### config.mk
export PLATFORM = sky130hd
export DESIGN_NAME = chm_isqrt
export DESIGN_NICKNAME = d
export VERILOG_FILES = /design/src/rtl/core/chm_pkg.sv /design/src/rtl/core/chm_isqrt.sv
export SDC_FILE = /design/constraint.sdc
export NUM_CORES = 1
export LEC_CHECK = 0
export BUFFER_PORTS_ARGS = -buffer_cell sky130_fd_sc_hd__buf_2
export CAP_MARGIN = 20
export CORE_UTILIZATION = 64
export DETAILED_ROUTE_END_ITERATION = 7
export PLACE_DENSITY = 0.86
export SLEW_MARGIN = 20
export SYNTH_ARGS = -nofsm -noshare
export SYNTH_HDL_FRONTEND = slang
export SYNTH_SLANG_ARGS = --single-unit
### constraint.sdc
create_clock -name clock -period 5 [get_ports clock]
set_input_delay 0.25 -clock clock [delete_from_list [all_inputs] [get_ports clock]]
set_output_delay 0.25 -clock clock [all_outputs]
set_load 0.02 [all_outputs]
### src/rtl/core/chm_pkg.sv
package chm_pkg;

   localparam int MaxHitsDefault = 1024;
   localparam int SearchWindowDefault = 50;

   localparam logic [23:0] InvCQ24 = 24'd5596277;
   localparam logic [23:0] ThresholdReset = 24'd60;
   localparam logic [15:0] WindowReset = 16'd100;

   typedef enum logic [2:0] {
      ST_IGNORED  = 3'd0,
      ST_MERGED   = 3'd1,
      ST_INSERTED = 3'd2,
      ST_FULL     = 3'd3,
      ST_CLEARED  = 3'd4
   } status_type;

   typedef enum logic [0:0] {
      REG_THRESHOLD = 1'b0,
      REG_WINDOW    = 1'b1
   } reg_index_type;

   typedef enum logic [3:0] {
      S_IDLE,
      S_SQRT,
      S_FLIGHT,
      S_HTIME,
      S_SETUP,
      S_READ,
      S_CMP,
      S_MERGE,
      S_DECIDE,
      S_OUT
   } state_type;

   typedef struct packed {
      logic        action;
      logic [15:0] crystal;
      logic [31:0] particle_code;
      logic [23:0] energy_kev;
      logic [31:0] global_time_ps;
      logic [15:0] pos_x;
      logic [15:0] pos_y;
      logic [15:0] pos_z;
   } req_type;

   typedef struct packed {
      logic [2:0]  status;
      logic [9:0]  entry_index;
      logic [31:0] entry_energy;
      logic [32:0] entry_time;
      logic [10:0] hit_count;
   } rsp_type;

   typedef struct packed {
      logic        start;
      logic [33:0] radicand;
   } sqrt_ctl_type;

   typedef struct packed {
      logic        done;
      logic [16:0] root;
   } sqrt_sts_type;

endpackage

### src/rtl/core/chm_isqrt.sv
module chm_isqrt (
   input  logic                  clock,
   input  logic                  reset,
   input  chm_pkg::sqrt_ctl_type ctl,
   output chm_pkg::sqrt_sts_type sts
);
   // Restoring square root, one result bit per cycle over 17 steps.
   logic [33:0] rem_ff, rem_in;
   logic [16:0] root_ff, root_in;
   logic [33:0] src_ff, src_in;
   logic [4:0]  cnt_ff, cnt_in;
   logic        busy_ff, busy_in;
   logic        done_ff, done_in;
   logic [35:0] trial;
   logic [35:0] rem_sh;

   always_comb begin
      rem_in  = rem_ff;
      root_in = root_ff;
      src_in  = src_ff;
      cnt_in  = cnt_ff;
      busy_in = busy_ff;
      done_in = 1'b0;
      rem_sh  = {rem_ff, src_ff[33:32]};
      trial   = {17'd0, root_ff, 2'b01};
      if (ctl.start) begin
         rem_in  = '0;
         root_in = '0;
         src_in  = ctl.radicand;
         cnt_in  = 5'd17;
         busy_in = 1'b1;
      end else if (busy_ff) begin
         src_in = {src_ff[31:0], 2'b00};
         if (rem_sh >= trial) begin
            rem_in  = 34'(rem_sh - trial);
            root_in = {root_ff[15:0], 1'b1};
         end else begin
            rem_in  = rem_sh[33:0];
            root_in = {root_ff[15:0], 1'b0};
         end
         cnt_in = 5'(cnt_ff - 5'd1);
         if (cnt_ff == 5'd1) begin
            busy_in = 1'b0;
            done_in = 1'b1;
         end
      end
   end

   always_ff @(posedge clock) begin
      if (reset) begin
         busy_ff <= 1'b0;
         done_ff <= 1'b0;
         cnt_ff  <= '0;
      end else begin
         busy_ff <= busy_in;
         done_ff <= done_in;
         cnt_ff  <= cnt_in;
      end
      rem_ff  <= rem_in;
      root_ff <= root_in;
      src_ff  <= src_in;
   end

   assign sts.done = done_ff;
   assign sts.root = root_ff;
endmodule

After elaboration in Yosys (flattened, before gate mapping)
Cells that the tools add are included.
{ "word_totals": {"latchBits": 0, "reg_bits": 92, "rom_bits": 0, "memories": 0, "inputBits": 37, "mem_bits_rw": 0} }
{ "op_classes": {"shift": 0, "n_bitwise": 1, "n_reduce_logical": 3, "div_mod_pow": 0, "mux": 10, "eq_ne": 1, "multipliers": 0, "add_sub_neg": 2, "magnitude_cmp": 1} }
{ "op_table": {"columns": ["operator", "n"], "rows": [
  ["34-bit two-way mux", 3],
  ["36-bit by 19-bit >= comparator with 1-bit output", 1],
  ["34-bit by 19-bit subtractor with 34-bit output", 1],
  ["5-bit two-way mux", 2],
  ["5-bit by 1-bit == test with 1-bit output (second input constant)", 1],
  ["1-bit two-way mux", 5],
  ["5-bit by 1-bit subtractor with 5-bit output (second input constant)", 1],
  ["3-bit OR reduction", 1],
  ["2-bit nonzero test", 1],
  ["2-bit OR reduction", 1],
  ["1-bit NOT", 1]
]} }

Depth between registers and ports, before layout
{ "logic_depth": {"ltp_word": 4, "depth_mapped": 13, "depth_no_buf": 10} }

Least setup slack after synthesis
No wires, ideal clock.
{ "synth_path": {"path_kind": "reg-to-reg", "start": "register root_ff[15]", "end": "register rem_ff[1]", "path_slack_ps": 2148, "stages_incl_launch_ff": 14, "setup_ps": 65, "required_time_ps": 4935, "path_buffers": 3, "arrival_time_ps": 2786, "cell_sequence": "dfxtp_1 > inv_1 > ha_1 > buf_6 > a21o_1 > a211o_1 > nor2_1 > or4b_4 > a21boi_4 > buf_6 > buf_12 > mux2i_1 > mux2i_1 > nor2_1"} }
{ "synth_between": {"elab_chain_len": 2} }
{ "synth_lines": {"columns": ["element", "line_no", "source"], "rows": [
  ["start, declared", "chm_isqrt.sv:9", "logic [16:0] root_ff, root_in;"],
  ["start signal, assigned", "chm_isqrt.sv:60", "root_ff <= root_in;"],
  ["36-bit by 19-bit >= comparator with 1-bit output", "chm_isqrt.sv:34", "if (rem_sh >= trial) begin"],
  ["34-bit two-way mux", "chm_isqrt.sv:34", null],
  ["end signal, assigned", "chm_isqrt.sv:59", "rem_ff <= rem_in;"],
  ["end, declared", "chm_isqrt.sv:8", "logic [33:0] rem_ff, rem_in;"]
]} }
Every way passes these cells.
A chain may end at the register's enable or synchronous reset.

Worst setup path in the final report
{ "layout_path": {"start": "register root_ff[15]", "end": "register rem_ff[10]"} }
Same word-level chain as after synthesis.

==> metrics.txt <==
Critical Path AT between 3 and 4 ns; Slew HR between 30% and 40%; Final Power 2.144 mW; unrepaired setup endpoints after global routing false; Top Ports 55; final WL around 11000 µm; max_cap viols 0; post-synthesis async set-or-reset flop share 0%; total setup buffers inserted after CTS 0; ANT cells 0; WL/cell roughly 16 µm; share of Yosys cell area claimed by the top area cell type between 20 and 25%; P&R area growth vs syn 9.547%; H-Tree Depth 3; Worst R2R Setup Slack approximately 1.6 ns; largest net degree at the start of global routing just over 90; total grt overflow 0; Post-Synthesis Cells around 520; commonest cells after routing, fill and taps aside nor2_1, dfxtp_1, buf_2; Pleak 2.178 nW; chip width about 91 µm; port bufs 54; Inst Count DP ~650; Total GRT Usage 26.46%; final setup fails 0; Initial Utilization between 60% and 70%; Critical Path Max Stage Delay ~0.53 ns; most common cell after layout, fill and taps aside nor2_1; Max FO, Critical Path 21; CP startpoint kind register; r2r startpoint root_ff[15]; Root Driver clkbuf_8; Iter 0 DRT Violations between 200 and 250; non-filler cells in the finished layout 670; core area 7727 µm²; Hold Buf Count CTS 0; first-pass GRT wire length about 18000 µm; Avg Inst Size Synth between 9 and 10 µm²; Site Rows 32; mapped cell area between 5000 and 6000 µm²; setup TNS 0 ns; CTS Sinks between 90 and 100; Post-Place Worst Slack around 1.6 ns; number of synthesized flops with an enable pin 34; WP buf/inv 2; Skew-Pair Late Insertion Delay 0.37 ns; WS Path Type register to register; worst path cell trace inv_1 > ha_1 > a21o_1 > a211o_1 > nor2_1 > or4b_4 > a21boi_4 > buf_4 > mux2i_1 > a211oi_1; hold path startpoint reset; PD cells about 380 nW/µm²; Tcrit/Tclk final a little under 70%; hold slack between 0.1 and 0.15 ns; skew final 0.006842 ns; Main synth FF type dfxtp_1; fin area 5599 µm²; Synth area leaders dfxtp_1, edfxtp_1, mux2_2; final hold vios 0; Residual DRC 0; chip height around 90 µm; via/cell ratio 5.951; PnR worst setup slack about 1.6 ns; cell taking the most area after synthesis dfxtp_1; Antenna Nets Post-Route 0; Worst Hold End cnt_ff[0]; GPL Wtd Cong a little under 0.9; layout cell share with drive strength beyond 1 between 20% and 30%; initial antenna violation count 0; Layout Utilization between 70% and 80%; r2r worst-path depth 10; critical path's top delay family compound AO/OA/AOI/OAI gates; minimum clock period 3.392 ns; placed cell areas around 5400 µm²; Peak VDD IR approximately 0.33 mV; status finished clean; synthesized flop and latch total 92; fmax 0.2948 GHz; TritonRoute pass-1 iters 5; Worst-Margin Slew roughly 1 ns; YS warnings 0; vias in the first global route 3906; CTS resizes 0; Pins Over Slew Limit 0; sequential share of the synthesized area approximately 43%; Die Footprint 8348 µm²; CP required between 5 and 6 ns; Net count, final roughly 620; HP Class primary input to register; dpl hpwl 7338 µm; TritonCTS clock tree yes; Crit. End Element register; Max clock buf depth 2; library cells used by synthesis 52; hold depth 2; CTS clock-pin slew for the worst setup and hold paths 0.10 ns; total CTS buffers 9; via count 3987; FF-to-FF End rem_ff[10]; Syn Nets 582; crit path max-delay cell type a21boi_4
power by group:
part	switching [mW]	total [mW]	internal, mW
Combinational	0.378	0.672	0.293
Clock	0.280	0.566	0.286
Sequential	0.0537	0.906	0.852
Yosys cell counts (2+ instances only):
| master | number |
|---|---|
| nor2_1 | 73 |
| dfxtp_1 | 58 |
| edfxtp_1 | 34 |
| a211oi_1 | 33 |
| mux2_2 | 32 |
| mux2i_1 | 28 |
| a21oi_1 | 25 |
| inv_1 | 25 |
| nor3_1 | 24 |
| clkbuf_1 | 22 |
| ha_1 | 21 |
| xnor2_1 | 19 |
| xor2_1 | 16 |
| nand2_1 | 15 |
| o21ai_0 | 15 |
| nand3_1 | 8 |
| nand2b_1 | 7 |
| nor4_1 | 7 |
| a21o_1 | 6 |
| or3_1 | 5 |
| and2_1 | 4 |
| buf_6 | 3 |
| nand4_1 | 3 |
| o21a_1 | 3 |
| or4_1 | 3 |
| a2111oi_0 | 2 |
| a211o_1 | 2 |
| buf_4 | 2 |
| nand3b_1 | 2 |
| nor4b_1 | 2 |
| o21bai_1 | 2 |
| o41ai_1 | 2 |
| or2_2 | 2 |
state kept, by name (all words and copies together), names as in the netlist:
register	cells
busy_ff	1
src_ff	34
rem_ff	34
root_ff	17
cnt_ff	5
done_ff	1
per-layer routing:
layer  global-route usage, %  routed length (µm)  share of wire (%)  vias to the layer above
li1                        -                   -                  -                     1961
met1                   31.65                4643                 44                     1878
met2                   45.77                5258                 50                      125
met3                   5.611                 442                4.2                       23
met4                   11.64                 212                2.0                        0
met5                       0                   0                  0                        -
how the worst max path moves through the flow:
stage                      startpoint    endpoint  slack, ns  depth (start not counted)
after floorplan           root_ff[15]   rem_ff[1]       2.15                         13
after global placement    root_ff[15]  rem_ff[17]       1.76                         10
after detailed placement  root_ff[15]  rem_ff[12]       1.60                         11
after CTS                 root_ff[15]  rem_ff[10]       1.60                         10
after global routing      root_ff[15]  rem_ff[12]       1.37                         11
final                     root_ff[15]  rem_ff[10]       1.61                         10
worst register-to-register path: cells and delay by family, from the launching register on:
family                     cells  cell delay, ns
muxes                          1            0.25
DFF                            1            0.38
AOI/OAI and AO/OA              4            1.15
buffers and inverters          2            0.45
adders and majority gates      1            0.40
and+or+nand+nor                2            0.61
cells by family (layout without fill, tap and decap cells):
| group | count (synthesis) | count (layout) | share of synthesized area (%) |
|---|---|---|---|
| adders and majority gates | 21 | 21 | 5.141 |
| muxes | 60 | 60 | 12.53 |
| AOI/OAI and AO/OA | 98 | 98 | 13.00 |
| xor gates and xnor gates | 35 | 35 | 5.997 |
| and+or+nand+nor | 164 | 164 | 15.76 |
| buffers and inverters | 54 | 98 | 4.871 |
| DFF | 92 | 92 | 42.69 |
layout make-up:
type	count	area [µm²]
timing repair buffer	57	292.8
clock inverter	6	93.84
fill	553	2128
inverter	25	93.84
multi-input combinational	378	2680
sequential	92	2183
clock buffer	10	127.6
tap	102	127.6
No activity file was read; power rests on OpenSTA's default activity.
